===== src/rtl/core/mcl_pkg.sv =====
// Shared types, token codes and byte decode functions for the mini C lexer.
package mcl_pkg;

    localparam int LEXEME_BUFFER_DEF = 32;
    localparam int LINE_BITS_DEF     = 16;
    localparam int LINE_NUMBER_W     = 16;
    localparam int TOKEN_W           = 5;

    localparam logic [TOKEN_W-1:0] TOK_INT     = 5'd0;
    localparam logic [TOKEN_W-1:0] TOK_RETURN  = 5'd1;
    localparam logic [TOKEN_W-1:0] TOK_VOID    = 5'd2;
    localparam logic [TOKEN_W-1:0] TOK_ID      = 5'd3;
    localparam logic [TOKEN_W-1:0] TOK_NUM     = 5'd4;
    localparam logic [TOKEN_W-1:0] TOK_PLUS    = 5'd5;
    localparam logic [TOKEN_W-1:0] TOK_MINUS   = 5'd6;
    localparam logic [TOKEN_W-1:0] TOK_STAR    = 5'd7;
    localparam logic [TOKEN_W-1:0] TOK_DIV     = 5'd8;
    localparam logic [TOKEN_W-1:0] TOK_ASSIGN  = 5'd9;
    localparam logic [TOKEN_W-1:0] TOK_SEMI    = 5'd10;
    localparam logic [TOKEN_W-1:0] TOK_COMMA   = 5'd11;
    localparam logic [TOKEN_W-1:0] TOK_LPAREN  = 5'd12;
    localparam logic [TOKEN_W-1:0] TOK_RPAREN  = 5'd13;
    localparam logic [TOKEN_W-1:0] TOK_LBRACE  = 5'd14;
    localparam logic [TOKEN_W-1:0] TOK_RBRACE  = 5'd15;
    localparam logic [TOKEN_W-1:0] TOK_COMMENT = 5'd16;
    localparam logic [TOKEN_W-1:0] TOK_ERROR   = 5'd17;
    localparam logic [TOKEN_W-1:0] TOK_EOF     = 5'd18;

    localparam logic REC_TOKEN = 1'b0;
    localparam logic REC_CHAR  = 1'b1;

    localparam logic [1:0] KW_INT    = 2'd0;
    localparam logic [1:0] KW_RETURN = 2'd1;
    localparam logic [1:0] KW_VOID   = 2'd2;

    typedef enum logic [2:0] {
        M_START,
        M_ID,
        M_NUM,
        M_SLASH,
        M_COMMENT,
        M_STAR,
        M_ERROR
    } mode_t;

    typedef enum logic [2:0] {
        C_SPACE,
        C_NEWLINE,
        C_LETTER,
        C_DIGIT,
        C_SLASH,
        C_STAR,
        C_OP,
        C_OTHER
    } cls_t;

    typedef struct packed {
        logic [7:0] src_byte;
        logic       end_of_text;
    } in_word_t;

    typedef struct packed {
        logic                     record_kind;
        logic [TOKEN_W-1:0]       token_code;
        logic [LINE_NUMBER_W-1:0] line_number;
        logic [7:0]               text_char;
        logic                     text_last;
        logic                     run_last;
    } out_word_t;

    // datapath -> controller
    typedef struct packed {
        mode_t              mode;
        cls_t               cls;
        logic               end_flag;
        logic [TOKEN_W-1:0] flush_code;
        logic [TOKEN_W-1:0] scan_code;
        logic               char_last;
        logic               out_free;
    } status_t;

    // controller -> datapath
    typedef struct packed {
        logic               load_in;
        logic               emit;
        logic               emit_kind;
        logic [TOKEN_W-1:0] emit_code;
        logic               emit_run_last;
        logic               idx_clr;
        logic               rd;
        logic               idx_inc;
        logic               finish;
        logic               scan;
        logic               clear;
    } cmd_t;

    function automatic cls_t classify(input logic [7:0] c);
        cls_t k;
        if (c == 8'h20 || c == 8'h09 || c == 8'h0D)
            k = C_SPACE;
        else if (c == 8'h0A)
            k = C_NEWLINE;
        else if ((c >= "a" && c <= "z") || (c >= "A" && c <= "Z"))
            k = C_LETTER;
        else if (c >= "0" && c <= "9")
            k = C_DIGIT;
        else if (c == "/")
            k = C_SLASH;
        else if (c == "*")
            k = C_STAR;
        else if (c == "+" || c == "-" || c == "=" || c == ";" || c == "," ||
                 c == "(" || c == ")" || c == "{" || c == "}")
            k = C_OP;
        else
            k = C_OTHER;
        return k;
    endfunction

    function automatic logic [TOKEN_W-1:0] op_code(input logic [7:0] c);
        logic [TOKEN_W-1:0] code;
        case (c)
            "+":     code = TOK_PLUS;
            "-":     code = TOK_MINUS;
            "*":     code = TOK_STAR;
            "=":     code = TOK_ASSIGN;
            ";":     code = TOK_SEMI;
            ",":     code = TOK_COMMA;
            "(":     code = TOK_LPAREN;
            ")":     code = TOK_RPAREN;
            "{":     code = TOK_LBRACE;
            "}":     code = TOK_RBRACE;
            default: code = TOK_ERROR;
        endcase
        return code;
    endfunction

    // true when c is the keyword's character at position pos
    function automatic logic kw_hit(input logic [1:0] sel, input logic [2:0] pos,
                                    input logic [7:0] c);
        logic [7:0] want;
        want = 8'h00;
        case (sel)
            KW_INT:
            begin
                case (pos)
                    3'd0:    want = "i";
                    3'd1:    want = "n";
                    3'd2:    want = "t";
                    default: want = 8'h00;
                endcase
            end
            KW_RETURN:
            begin
                case (pos)
                    3'd0:    want = "r";
                    3'd1:    want = "e";
                    3'd2:    want = "t";
                    3'd3:    want = "u";
                    3'd4:    want = "r";
                    3'd5:    want = "n";
                    default: want = 8'h00;
                endcase
            end
            KW_VOID:
            begin
                case (pos)
                    3'd0:    want = "v";
                    3'd1:    want = "o";
                    3'd2:    want = "i";
                    3'd3:    want = "d";
                    default: want = 8'h00;
                endcase
            end
            default: want = 8'h00;
        endcase
        return (want != 8'h00) && (c == want);
    endfunction

endpackage


===== src/rtl/core/mcl_dpath.sv =====
// Lexer datapath: scan mode, lexeme memory, keyword flags, line counter, output word register.
module mcl_dpath #(
    parameter int LEXEME_BUFFER = mcl_pkg::LEXEME_BUFFER_DEF,
    parameter int LINE_BITS     = mcl_pkg::LINE_BITS_DEF
) (
    input  logic              clk,
    input  logic              rst_n,
    input  mcl_pkg::in_word_t src_word,
    output logic              tok_valid,
    input  logic              tok_stall,
    output mcl_pkg::out_word_t tok_word,
    input  mcl_pkg::cmd_t     cmd,
    output mcl_pkg::status_t  st
);

    localparam int KEEP_MAX = LEXEME_BUFFER - 1;
    localparam int LEN_W    = $clog2(LEXEME_BUFFER);
    localparam int IDX_W    = $clog2(KEEP_MAX);
    localparam int LN_W     = mcl_pkg::LINE_NUMBER_W;

    logic [7:0]           byte_reg;
    logic                 end_reg;
    mcl_pkg::mode_t       mode_reg, mode_next;
    logic [LEN_W-1:0]     len_reg, len_next;
    logic                 kw_int_reg, kw_int_next;
    logic                 kw_ret_reg, kw_ret_next;
    logic                 kw_void_reg, kw_void_next;
    logic [LINE_BITS-1:0] line_reg, line_next;
    logic [LEN_W-1:0]     idx_reg, idx_next;
    logic                 out_valid_reg, out_valid_next;
    mcl_pkg::out_word_t   out_word_reg;
    mcl_pkg::out_word_t   emit_word;
    logic [7:0]           rd_data_reg;
    logic [7:0]           store [KEEP_MAX];

    mcl_pkg::cls_t        cls;
    logic [mcl_pkg::TOKEN_W-1:0] flush_code;
    logic                 char_last;
    logic                 out_free;
    logic                 line_inc;
    logic                 wr_en;
    logic [IDX_W-1:0]     wr_addr;

    always_comb
    begin
        cls       = mcl_pkg::classify(byte_reg);
        char_last = (idx_reg + LEN_W'(1)) == len_reg;
        out_free  = !out_valid_reg || !tok_stall;
        if (mode_reg == mcl_pkg::M_NUM)
            flush_code = mcl_pkg::TOK_NUM;
        else if (len_reg == LEN_W'(3) && kw_int_reg)
            flush_code = mcl_pkg::TOK_INT;
        else if (len_reg == LEN_W'(6) && kw_ret_reg)
            flush_code = mcl_pkg::TOK_RETURN;
        else if (len_reg == LEN_W'(4) && kw_void_reg)
            flush_code = mcl_pkg::TOK_VOID;
        else
            flush_code = mcl_pkg::TOK_ID;
    end

    always_comb
    begin
        st.mode       = mode_reg;
        st.cls        = cls;
        st.end_flag   = end_reg;
        st.flush_code = flush_code;
        st.scan_code  = mcl_pkg::op_code(byte_reg);
        st.char_last  = char_last;
        st.out_free   = out_free;
    end

    // scanner state update at the end of an item
    always_comb
    begin
        mode_next    = mode_reg;
        len_next     = len_reg;
        kw_int_next  = kw_int_reg;
        kw_ret_next  = kw_ret_reg;
        kw_void_next = kw_void_reg;
        line_inc     = 1'b0;
        wr_en        = 1'b0;
        wr_addr      = len_reg[IDX_W-1:0];
        if (cmd.clear)
        begin
            mode_next    = mcl_pkg::M_START;
            len_next     = '0;
            kw_int_next  = 1'b0;
            kw_ret_next  = 1'b0;
            kw_void_next = 1'b0;
        end
        else if (cmd.finish)
        begin
            if (cmd.scan)
            begin
                mode_next = mcl_pkg::M_START;
                len_next  = '0;
                case (cls)
                    mcl_pkg::C_NEWLINE: line_inc = 1'b1;
                    mcl_pkg::C_LETTER, mcl_pkg::C_DIGIT:
                    begin
                        mode_next    = (cls == mcl_pkg::C_LETTER) ? mcl_pkg::M_ID
                                                                 : mcl_pkg::M_NUM;
                        len_next     = LEN_W'(1);
                        wr_en        = 1'b1;
                        wr_addr      = '0;
                        kw_int_next  = mcl_pkg::kw_hit(mcl_pkg::KW_INT, 3'd0, byte_reg);
                        kw_ret_next  = mcl_pkg::kw_hit(mcl_pkg::KW_RETURN, 3'd0, byte_reg);
                        kw_void_next = mcl_pkg::kw_hit(mcl_pkg::KW_VOID, 3'd0, byte_reg);
                    end
                    mcl_pkg::C_SLASH:   mode_next = mcl_pkg::M_SLASH;
                    mcl_pkg::C_OTHER:   mode_next = mcl_pkg::M_ERROR;
                    default:            mode_next = mcl_pkg::M_START;
                endcase
            end
            else
            begin
                case (mode_reg)
                    mcl_pkg::M_ID, mcl_pkg::M_NUM:
                    begin
                        // run continues; characters past the buffer are dropped
                        if (len_reg < LEN_W'(KEEP_MAX))
                        begin
                            wr_en        = 1'b1;
                            len_next     = len_reg + LEN_W'(1);
                            kw_int_next  = kw_int_reg &&
                                mcl_pkg::kw_hit(mcl_pkg::KW_INT, len_reg[2:0], byte_reg);
                            kw_ret_next  = kw_ret_reg &&
                                mcl_pkg::kw_hit(mcl_pkg::KW_RETURN, len_reg[2:0], byte_reg);
                            kw_void_next = kw_void_reg &&
                                mcl_pkg::kw_hit(mcl_pkg::KW_VOID, len_reg[2:0], byte_reg);
                        end
                    end
                    mcl_pkg::M_SLASH:   mode_next = mcl_pkg::M_COMMENT;
                    mcl_pkg::M_COMMENT:
                    begin
                        if (cls == mcl_pkg::C_NEWLINE)
                            line_inc = 1'b1;
                        if (cls == mcl_pkg::C_STAR)
                            mode_next = mcl_pkg::M_STAR;
                    end
                    // byte after a star is taken as is
                    mcl_pkg::M_STAR:
                        mode_next = (cls == mcl_pkg::C_SLASH) ? mcl_pkg::M_START
                                                              : mcl_pkg::M_COMMENT;
                    mcl_pkg::M_ERROR:   mode_next = mcl_pkg::M_ERROR;
                    default:            mode_next = mcl_pkg::M_START;
                endcase
            end
        end
    end

    always_comb
    begin
        line_next = line_reg;
        if (cmd.clear)
            line_next = LINE_BITS'(1);
        else if (line_inc && line_reg != '1)
            line_next = line_reg + LINE_BITS'(1);
    end

    always_comb
    begin
        idx_next = idx_reg;
        if (cmd.idx_clr)
            idx_next = '0;
        else if (cmd.idx_inc)
            idx_next = idx_reg + LEN_W'(1);
    end

    always_comb
    begin
        emit_word.record_kind = cmd.emit_kind;
        emit_word.token_code  = cmd.emit_code;
        emit_word.line_number = LN_W'(line_reg);
        emit_word.text_char   = cmd.emit_kind ? rd_data_reg : 8'h00;
        emit_word.text_last   = cmd.emit_kind && char_last;
        emit_word.run_last    = cmd.emit_run_last;
        out_valid_next        = out_valid_reg;
        if (cmd.emit)
            out_valid_next = 1'b1;
        else if (!tok_stall)
            out_valid_next = 1'b0;
    end

    always_ff @(posedge clk or negedge rst_n)
    begin
        if (!rst_n)
        begin
            mode_reg      <= mcl_pkg::M_START;
            len_reg       <= '0;
            kw_int_reg    <= 1'b0;
            kw_ret_reg    <= 1'b0;
            kw_void_reg   <= 1'b0;
            line_reg      <= LINE_BITS'(1);
            idx_reg       <= '0;
            out_valid_reg <= 1'b0;
        end
        else
        begin
            mode_reg      <= mode_next;
            len_reg       <= len_next;
            kw_int_reg    <= kw_int_next;
            kw_ret_reg    <= kw_ret_next;
            kw_void_reg   <= kw_void_next;
            line_reg      <= line_next;
            idx_reg       <= idx_next;
            out_valid_reg <= out_valid_next;
        end
    end

    always_ff @(posedge clk)
    begin
        if (cmd.load_in)
        begin
            byte_reg <= src_word.src_byte;
            end_reg  <= src_word.end_of_text;
        end
        if (cmd.emit)
            out_word_reg <= emit_word;
    end

    // lexeme memory: one write, one registered read
    always_ff @(posedge clk)
    begin
        if (wr_en)
            store[wr_addr] <= byte_reg;
        if (cmd.rd)
            rd_data_reg <= store[idx_reg[IDX_W-1:0]];
    end

    assign tok_valid = out_valid_reg;
    assign tok_word  = out_word_reg;

    a_len_bound: assert property (@(posedge clk) disable iff (!rst_n)
        len_reg <= LEN_W'(KEEP_MAX))
        else $error("lexeme length beyond buffer");

    a_error_sticky: assert property (@(posedge clk) disable iff (!rst_n)
        (mode_reg == mcl_pkg::M_ERROR && !cmd.clear) |=> mode_reg == mcl_pkg::M_ERROR)
        else $error("error mode left before end of file");

    a_line_monotone: assert property (@(posedge clk) disable iff (!rst_n)
        !cmd.clear |=> line_reg >= $past(line_reg))
        else $error("line counter went backwards");

endmodule


===== src/rtl/core/mcl_ctrl.sv =====
// Lexer controller: sequences the records that one input word produces.
module mcl_ctrl (
    input  logic             clk,
    input  logic             rst_n,
    input  logic             src_valid,
    output logic             src_stall,
    input  mcl_pkg::status_t st,
    output mcl_pkg::cmd_t    cmd
);

    typedef enum logic [1:0] {
        S_IDLE,
        S_WORK,
        S_RDREQ,
        S_CHAR
    } state_t;

    state_t state_reg, state_next;
    logic   stall_reg;
    logic   flush_done_reg, flush_done_next;
    logic   mid_done_reg, mid_done_next;

    logic run_mode;
    logic cont;
    logic f_flush, f_chars, f_div, f_cmt, f_mid, scan_c, f_scan_emit, f_eof;

    // what the current word needs, fixed until the word is finished
    always_comb
    begin
        run_mode = st.mode == mcl_pkg::M_ID || st.mode == mcl_pkg::M_NUM;
        cont     = (st.mode == mcl_pkg::M_ID && st.cls == mcl_pkg::C_LETTER) ||
                   (st.mode == mcl_pkg::M_NUM && st.cls == mcl_pkg::C_DIGIT);
        f_flush  = run_mode && (st.end_flag || !cont);
        f_chars  = f_flush && (st.flush_code == mcl_pkg::TOK_ID ||
                               st.flush_code == mcl_pkg::TOK_NUM);
        f_div    = st.mode == mcl_pkg::M_SLASH &&
                   (st.end_flag || st.cls != mcl_pkg::C_STAR);
        f_cmt    = st.mode == mcl_pkg::M_STAR && !st.end_flag &&
                   st.cls == mcl_pkg::C_SLASH;
        f_mid    = f_div || f_cmt;
        scan_c   = !st.end_flag && (st.mode == mcl_pkg::M_START || f_flush || f_div);
        f_scan_emit = scan_c && (st.cls == mcl_pkg::C_STAR || st.cls == mcl_pkg::C_OP ||
                                 st.cls == mcl_pkg::C_OTHER);
        f_eof    = st.end_flag;
    end

    always_comb
    begin
        state_next      = state_reg;
        flush_done_next = flush_done_reg;
        mid_done_next   = mid_done_reg;
        cmd             = '0;
        cmd.emit_kind   = mcl_pkg::REC_TOKEN;
        case (state_reg)
            S_IDLE:
            begin
                if (src_valid)
                begin
                    cmd.load_in     = 1'b1;
                    flush_done_next = 1'b0;
                    mid_done_next   = 1'b0;
                    state_next      = S_WORK;
                end
            end
            S_WORK:
            begin
                if (f_flush && !flush_done_reg)
                begin
                    if (st.out_free)
                    begin
                        cmd.emit          = 1'b1;
                        cmd.emit_code     = st.flush_code;
                        cmd.emit_run_last = !f_chars && !f_scan_emit && !f_eof;
                        cmd.idx_clr       = 1'b1;
                        flush_done_next   = 1'b1;
                        if (f_chars)
                            state_next = S_RDREQ;
                    end
                end
                else if (f_mid && !mid_done_reg)
                begin
                    if (st.out_free)
                    begin
                        cmd.emit          = 1'b1;
                        cmd.emit_code     = f_div ? mcl_pkg::TOK_DIV : mcl_pkg::TOK_COMMENT;
                        cmd.emit_run_last = !f_scan_emit && !f_eof;
                        mid_done_next     = 1'b1;
                    end
                end
                else if (f_scan_emit)
                begin
                    if (st.out_free)
                    begin
                        cmd.emit          = 1'b1;
                        cmd.emit_code     = st.scan_code;
                        cmd.emit_run_last = 1'b1;
                        cmd.finish        = 1'b1;
                        cmd.scan          = 1'b1;
                        state_next        = S_IDLE;
                    end
                end
                else if (f_eof)
                begin
                    if (st.out_free)
                    begin
                        cmd.emit          = 1'b1;
                        cmd.emit_code     = mcl_pkg::TOK_EOF;
                        cmd.emit_run_last = 1'b1;
                        cmd.clear         = 1'b1;
                        state_next        = S_IDLE;
                    end
                end
                else
                begin
                    cmd.finish = 1'b1;
                    cmd.scan   = scan_c;
                    state_next = S_IDLE;
                end
            end
            S_RDREQ:
            begin
                cmd.rd     = 1'b1;
                state_next = S_CHAR;
            end
            S_CHAR:
            begin
                if (st.out_free)
                begin
                    cmd.emit          = 1'b1;
                    cmd.emit_kind     = mcl_pkg::REC_CHAR;
                    cmd.emit_code     = st.flush_code;
                    cmd.emit_run_last = st.char_last && !f_scan_emit && !f_eof;
                    cmd.idx_inc       = 1'b1;
                    state_next        = st.char_last ? S_WORK : S_RDREQ;
                end
            end
            default: state_next = S_IDLE;
        endcase
    end

    always_ff @(posedge clk or negedge rst_n)
    begin
        if (!rst_n)
        begin
            state_reg      <= S_IDLE;
            stall_reg      <= 1'b0;
            flush_done_reg <= 1'b0;
            mid_done_reg   <= 1'b0;
        end
        else
        begin
            state_reg      <= state_next;
            stall_reg      <= state_next != S_IDLE;
            flush_done_reg <= flush_done_next;
            mid_done_reg   <= mid_done_next;
        end
    end

    assign src_stall = stall_reg;

    a_stall_state: assert property (@(posedge clk) disable iff (!rst_n)
        stall_reg == (state_reg != S_IDLE))
        else $error("intake stall out of step with controller state");

    a_emit_free: assert property (@(posedge clk) disable iff (!rst_n)
        cmd.emit |-> st.out_free)
        else $error("record written over an untaken word");

    a_char_order: assert property (@(posedge clk) disable iff (!rst_n)
        state_reg == S_CHAR |-> ($past(state_reg) == S_RDREQ || $past(state_reg) == S_CHAR))
        else $error("character record without a memory read");

endmodule


===== src/rtl/core/mini_c_lexer.sv =====
// Top level of the mini C lexer: controller plus datapath.
//
//  channel  | dir | payload              | handshake
//  ---------+-----+----------------------+-----------------------------
//  src      | in  | in_word_t  (9 bits)  | src_valid / src_stall
//  tok      | out | out_word_t (32 bits) | tok_valid / tok_stall
//
// A word is first loaded; a run token or a slash/comment token record may follow,
// each lexeme character record needs a registered memory read, and an operator,
// error or end-of-file record is written as the word finishes. Output stalls hold records back.
// Reset is asynchronous; afterwards the block is in start mode on line 1.
// The output register lets one record wait while the next one is prepared.
module mini_c_lexer #(
    parameter int LEXEME_BUFFER = mcl_pkg::LEXEME_BUFFER_DEF,
    parameter int LINE_BITS     = mcl_pkg::LINE_BITS_DEF
) (
    input  logic               clk,
    input  logic               rst_n,
    input  logic               src_valid,
    output logic               src_stall,
    input  mcl_pkg::in_word_t  src_word,
    output logic               tok_valid,
    input  logic               tok_stall,
    output mcl_pkg::out_word_t tok_word
);

    mcl_pkg::cmd_t    cmd;
    mcl_pkg::status_t st;

    mcl_ctrl u_ctrl (
        .clk       (clk),
        .rst_n     (rst_n),
        .src_valid (src_valid),
        .src_stall (src_stall),
        .st        (st),
        .cmd       (cmd)
    );

    mcl_dpath #(
        .LEXEME_BUFFER (LEXEME_BUFFER),
        .LINE_BITS     (LINE_BITS)
    ) u_dpath (
        .clk       (clk),
        .rst_n     (rst_n),
        .src_word  (src_word),
        .tok_valid (tok_valid),
        .tok_stall (tok_stall),
        .tok_word  (tok_word),
        .cmd       (cmd),
        .st        (st)
    );

endmodule

===== config.mk =====
export PLATFORM = sky130hd
export DESIGN_NAME = mini_c_lexer
export DESIGN_NICKNAME = d
export VERILOG_FILES = /design/src/rtl/core/mcl_pkg.sv /design/src/rtl/core/mcl_dpath.sv /design/src/rtl/core/mcl_ctrl.sv /design/src/rtl/core/mini_c_lexer.sv
export SDC_FILE = /design/constraint.sdc
export NUM_CORES = 1
export LEC_CHECK = 0
export BUFFER_PORTS_ARGS = -buffer_cell sky130_fd_sc_hd__buf_2
export CAP_MARGIN = 20
export CORE_ASPECT_RATIO = 0.8
export CORE_MARGIN = 5
export CORE_UTILIZATION = 35
export CTS_CLUSTER_DIAMETER = 150
export DETAILED_ROUTE_END_ITERATION = 8
export MAX_ROUTING_LAYER = met4
export PLACE_DENSITY_LB_ADDON = 0.1
export REMOVE_ABC_BUFFERS = 1
export SYNTH_ARGS = -nofsm -noshare
export SYNTH_HDL_FRONTEND = slang
export SYNTH_SLANG_ARGS = --single-unit

===== constraint.sdc =====
create_clock -name clk -period 4.85 [get_ports clk]
set_input_delay 0.7275 -clock clk [delete_from_list [all_inputs] [get_ports clk]]
set_output_delay 0.7275 -clock clk [all_outputs]
set_load 0.01 [all_outputs]

; Yosys cells after proc, flatten, opt, wreduce, memory -nomap -nowiden
; Memories as Yosys holds them, arrays and structs flattened. A register that Yosys moved wholly into a read port is not among the register bits.
; Cells that the tools add are included.
[word_totals]
mem_bits_rw = 248
memories = 1
out_inout_bits = 34
input_bits = 13
register_bits = 79
[memory_table]
columns = name, depth, width, read_ports, rd_ports_with_merged_regs, write_ports, line_no
row1 = u_dpath.store, 31, 8, 1, 1, 1, mcl_dpath.sv:34  ; logic [7:0] store [KEEP_MAX];
[classes]
add_sub_neg = 3
n_lt_le_gt_ge = 7
n_mux = 146
reduce_logical = 87
eq_ne = 59
[op_table]
columns = cell, n
row1 = 2-to-1 mux 8 bit, 28
row2 = equality test 8 x 6 -> 1 bit (second input constant), 10
row3 = 2-to-1 mux 5 bit, 15
row4 = 2-to-1 mux 1 bit, 54
row5 = one-hot mux 5 bit (10 select lines), 1
row6 = equality test 8 bit, 6
row7 = nonzero test 8 bit, 6
row8 = 2-to-1 mux 3 bit, 14
row9 = 2-to-1 mux 6 bit, 7
row10 = one-hot mux 7 bit (5 select lines), 1
row11 = logical AND 1 bit, 33
row12 = 2-to-1 mux 16 bit, 2
row13 = 2-to-1 mux 2 bit, 14
row14 = one-hot mux 7 bit (4 select lines), 1
row15 = equality test 3 bit (second input constant), 9
row16 = equality test 8 x 4 -> 1 bit (second input constant), 3
row17 = logical OR 1 bit, 22
row18 = one-hot mux 7 bit (3 select lines), 1
row19 = equality test 3 x 2 -> 1 bit (second input constant), 6
row20 = adder 16 x 1 -> 16 bit (second input constant), 1
row21 = equality test 8 x 7 -> 1 bit (second input constant), 2
row22 = greater-or-equal comparator 8 x 7 -> 1 bit (second input constant), 2
row23 = less-or-equal comparator 8 x 7 -> 1 bit (second input constant), 2
row24 = != test 16 bit (second input constant), 1
row25 = other kinds (30), 61

; Longest topological paths before layout
[logic_depth]
word_depth = 41
ltp_mapped = 11

; Modules after synthesis
; Synthesis repeated with hierarchy kept, for this count alone.
[hier_totals]
hier_cells = 951
area_unflattened_um2 = 14935.6
[by_module_without_submodules]
columns = mod, n_inst, area_each_um2, cells_each
row1 = mcl_dpath, 1, 14189.9, 855
row2 = mcl_ctrl, 1, 745.7, 96

; Least setup slack after synthesis
; OpenSTA, ideal clock, no wires.
[synth_timing]
path_kind = reg2reg
from = register u_dpath.byte_reg[2]
to = register u_dpath.out_word_reg (netlist bit u_dpath.tok_word[0]), enable pin
required_ps = 4429
path_buffers = 0
synth_period_minus_slack_ps = 4091
stages_incl_launch_ff = 8
setup_slack_ps = 759
arrival_ps = 3670
path_cell_list = edfxtp_1 -> or4_4 -> o221ai_4 -> o311ai_0 -> nand2_1 -> a31oi_1 -> nor3b_1 -> nor2_1
[synth_lines]
columns = item, line_no
row1 = from (decl), mcl_dpath.sv:21  ; logic [7:0] byte_reg;
row2 = from (signal assigned), mcl_dpath.sv:215  ; byte_reg <= src_word.src_byte;
row3 = to (signal assigned), mcl_dpath.sv:219  ; out_word_reg <= emit_word;
row4 = to (decl), mcl_dpath.sv:31  ; mcl_pkg::out_word_t out_word_reg;

; Final worst setup path
[layout_timing]
from = register u_dpath.byte_reg[4]
to = memory u_dpath.store[24][3], enable pin
[layout_via]
elab_chain_cells = 35
word_cells_on_any_way = 84
classes_between = order compare (6) / eq/ne (22) / mux (23) / reduce/logical (33)
[layout_rtl]
columns = item, line_no
row1 = equality test 8 x 6 -> 1 bit, mcl_pkg.sv:111  ; else if (c == "+" || c == "-" || c == "=" || c == ";" || c == "," ||
row2 = logical OR 1 bit (6 in series), mcl_pkg.sv:111
row3 = logical OR 1 bit (2 in series), mcl_pkg.sv:112  ; c == "(" || c == ")" || c == "{" || c == "}")
row4 = 2-to-1 mux 1 bit, mcl_pkg.sv:111
row5 = 2-to-1 mux 3 bit, mcl_pkg.sv:109  ; else if (c == "*")
row6 = 2-to-1 mux 3 bit, mcl_pkg.sv:107  ; else if (c == "/")
row7 = 2-to-1 mux 3 bit, mcl_pkg.sv:105  ; else if (c >= "0" && c <= "9")
row8 = 2-to-1 mux 3 bit, mcl_pkg.sv:103  ; else if ((c >= "a" && c <= "z") || (c >= "A" && c <= "Z"))
row9 = [... 13 more ...], --
row10 = 2-to-1 mux 3 bit, mcl_ctrl.sv:80  ; else if (f_mid && !mid_done_reg)
row11 = 2-to-1 mux 3 bit, mcl_ctrl.sv:67  ; if (f_flush && !flush_done_reg)
row12 = 2-to-1 mux 3 bit, mcl_ctrl.sv:54  ; case (state_reg)
row13 = 2-to-1 mux 1 bit, mcl_dpath.sv:93  ; if (cmd.scan)
row14 = 2-to-1 mux 1 bit, mcl_dpath.sv:91  ; else if (cmd.finish)
row15 = 2-to-1 mux 1 bit, mcl_dpath.sv:83  ; if (cmd.clear)
row16 = 2-to-1 mux 1 bit, mcl_dpath.sv:225  ; if (wr_en)
row17 = 2-to-1 mux 1 bit (not written as such), mcl_dpath.sv:226  ; store[wr_addr] <= byte_reg;
row18 = to (decl), mcl_dpath.sv:34
; Every way passes the cells marked *; elsewhere a longest branch is shown, timed or not.

==> impl_metrics.tcl <==
set metrics [dict create \
    seqCellArea_um2 9880 \
    via_per_inst 5.44 \
    use_met1_pct 26.3 \
    power_density_nw_per_um2 560 \
    slew_headroom_pct 21.5 \
    grt_setup_unrepaired "no" \
    cts_tree "built" \
    hold_slack_ns 0.352 \
    overflow 0 \
    htreeDepth 2 \
    die-area_um2 46200 \
    tightest_slew_ns 1.16 \
    crit_type "flip-flop to flip-flop" \
    antenna_found_initial 1 \
    cts_hold_buf 0 \
    clkTransAtPathRegs_ns 0.06 \
    arrival_ns 4.26 \
    start_kind "flip-flop" \
    yosysWarnings 0 \
    root_buffer "clkbuf_16" \
    grt_pass1_vias 8999 \
    min_path_type "input port to async pin" \
    required_ns 5.01 \
    slowest_delay_ns 0.68 \
    hpwlAfterDp_mm 26.2 \
    status "complete, no violations" \
    routabilityCongestion 0.857 \
    synth-seq-cells 335 \
    clkLatencyLatePin_ns 0.53 \
    power_w 0.00952 \
    synth_edf_count 297 \
    slowest_stage "nor2_1" \
    synth_flop_cell "edfxtp_1" \
    cts_post_setup_buffers_inserted 0 \
    async_reset_ff_share_pct 11.3 \
    fmax_mhz 244 \
    r2r_start "u_dpath.byte_reg[4]$_DFFE_PP_" \
    drt-wirelength-per-cell_um 23.7 \
    io_buffer_count 46 \
    cp_num_buf_inv 0 \
    grt_util_met2_pct 24.6 \
    grt_pass1_wl_mm 59.3 \
    use_met3_pct 3.45 \
    crit_fanout 14 \
    die_width_um 239 \
    finalMaxSlewViolations 0 \
    wl_mm 39.5 \
    drt_iter0_markers 803 \
    first_pass_iters 5 \
    clock_sinks 335 \
    clock_skew_ns 0.0150 \
    cts_buffers 37 \
    post-route-period-util_pct 84.5 \
    initial_core_util_pct 35.2 \
    syn-cell-area_um2 14700 \
    vias 9079 \
    coreArea_um2 41700 \
    final_layout_size_suffix_gt1_share_pct 18.5 \
    power_leakage_nw 5.70 \
    finalSetupViolations 0 \
    n_fill_cell 3935 \
    ant_nets 0 \
    synth_area_per_cell_um2 14.5 \
    final_cell_mix "edfxtp_1 (297), nand2_1 (76), nor2_1 (61)" \
    fin_crit_ns 4.10 \
    io_pins 47 \
    grt_max_degree 53 \
    grt_usage_pct 17.4 \
    worstPathCellList "or2_2 > o41ai_2 > and2_1 > o211a_1 > and3_1 > nand2_1 > nor2_1" \
    ir_worst_vdd_mv 0.244 \
    diodes 0 \
    max_cap_violations 0 \
    multiInputGateArea_um2 4540 \
    fin_nets 1109 \
    synthToLayoutAreaGrowth_pct 15.7 \
    fp.dieH_um 193 \
    layout_commonest_cell "edfxtp_1" \
    synth.distinct_cells 74 \
    cts_resized 0 \
    rows 67 \
    syn_inst 1015 \
    grt-busiest-layer "met1" \
    largest_reg_flops 248 \
    end_kind "flip-flop" \
    seq_area_frac_synth_pct 67.1 \
    fin_tns_setup_ns 0 \
    finalHoldViolations 0 \
    clk_path_buf_depth 3 \
    drc 0 \
    cp_top_family "simple AND/OR/NAND/NOR gates" \
    crit_start "u_dpath.byte_reg[4]$_DFFE_PP_" \
]
## cell type report
| type | count | share of cell area (%) |
|---|---|---|
| clock buffers | 50 | 6.04 |
| clock inverters | 16 | 1.05 |
| inverters | 15 | 0.331 |
| multi-input cells | 602 | 26.7 |
| flip-flops and latches | 335 | 58.1 |
| well taps | 552 | 4.06 |
| repair buffers | 98 | 3.77 |
## power by group
part	total (W)	internal, W	switching [W]	leakage (nW)
clock network	0.00282	0.00170	0.00112	0.588
logic	0.00276	0.00111	0.00165	1.95
registers	0.00395	0.00356	0.000389	3.17
total	0.00952	0.00636	0.00316	5.70
## layer usage
| layer | wire length [um] | vias up | share of wire [%] |
|---|---|---|---|
| li1 | - | 4156 | - |
| met1 | 19200 | 4606 | 49 |
| met2 | 17300 | 271 | 44 |
| met3 | 2500 | 46 | 6.3 |
| met4 | 554 | 0 | 1.4 |
| met5 | 0 | - | 0 |
## final timing paths
check / cells past startpoint / end / slack, ns
min in group clk: 1 / u_dpath.end_reg$_DFFE_PP_ / 0.37
min reg2reg: 0 / u_dpath.tok_word[11]$_DFFE_PP_ / 0.51
min: 1 / u_dpath.line_reg[12]$_DFFE_PN0P_ / 0.35
max: 7 / u_dpath.store[24][3]$_DFFE_PP_ / 0.75
max in group asynchronous: 1 / u_dpath.idx_reg[0]$_DFFE_PN0P_ / 3.79
max reg2reg: 7 / u_dpath.store[24][3]$_DFFE_PP_ / 0.75
## stage by stage
step                      std cells  util [%]  setup slack, ns  instance area (um^2)
after detailed placement       1600      37.8            0.791                 15800
after global placement         1600      37.8            0.893                 15800
final                          1668      40.7            0.751                 17000
after floorplan                 952         -            0.138                 14500
after global routing           1668      40.7            0.509                 17000
after CTS                      1666      40.7            0.774                 17000
## kinds of logic (layout without fill, tap and decap cells)
logic type	after synthesis	count (layout)	synth area share [%]
AO/OA/AOI/OAI	191	191	9.38
XOR/XNOR	20	20	1.19
adder cells (fa/ha/maj)	7	7	0.596
buffers and inverters	78	179	2.10
flip-flops	335	335	67.1
multiplexers	93	93	9.49
AND/OR/NAND/NOR	291	291	10.1
## cell usage after synthesis, drive strengths merged (3+ instances only)
| library cell | n | area (um^2) |
|---|---|---|
| edfxtp | 297 | 8920 |
| nand2 | 76 | 285 |
| nor2 | 62 | 233 |
| mux2i | 55 | 551 |
| clkbuf | 41 | 154 |
| a21oi | 39 | 195 |
| o21ai | 39 | 199 |
| dfrtp | 37 | 926 |
| mux4 | 37 | 833 |
| nand3 | 30 | 150 |
| o221ai | 23 | 219 |
| buf | 22 | 98.8 |
| or3 | 19 | 119 |
| nor2b | 16 | 100 |
| and2 | 15 | 93.8 |
| nor3 | 15 | 80.1 |
| inv | 14 | 52.6 |
| nand4 | 14 | 87.6 |
| o211ai | 14 | 119 |
| o22ai | 13 | 81.3 |
| xor2 | 11 | 96.3 |
| xnor2 | 9 | 78.8 |
| nand2b | 8 | 50.1 |
| ha | 7 | 87.6 |
| nor4 | 7 | 56.3 |
| o311ai | 6 | 52.6 |
| a2111oi | 5 | 62.6 |
| a211oi | 5 | 42.5 |
| a31oi | 5 | 31.3 |
| and3 | 5 | 31.3 |
| nor3b | 5 | 42.5 |
| or4 | 5 | 41.3 |
| a21boi | 4 | 30.0 |
| a221oi | 4 | 35.0 |
| o31a | 4 | 35.0 |
| a311o | 3 | 30.0 |
| a32o | 3 | 30.0 |
| and4 | 3 | 26.3 |
| o2111ai | 3 | 26.3 |
| o32a | 3 | 30.0 |
| or2 | 3 | 18.8 |
Power figures use the tool's default switching activity.
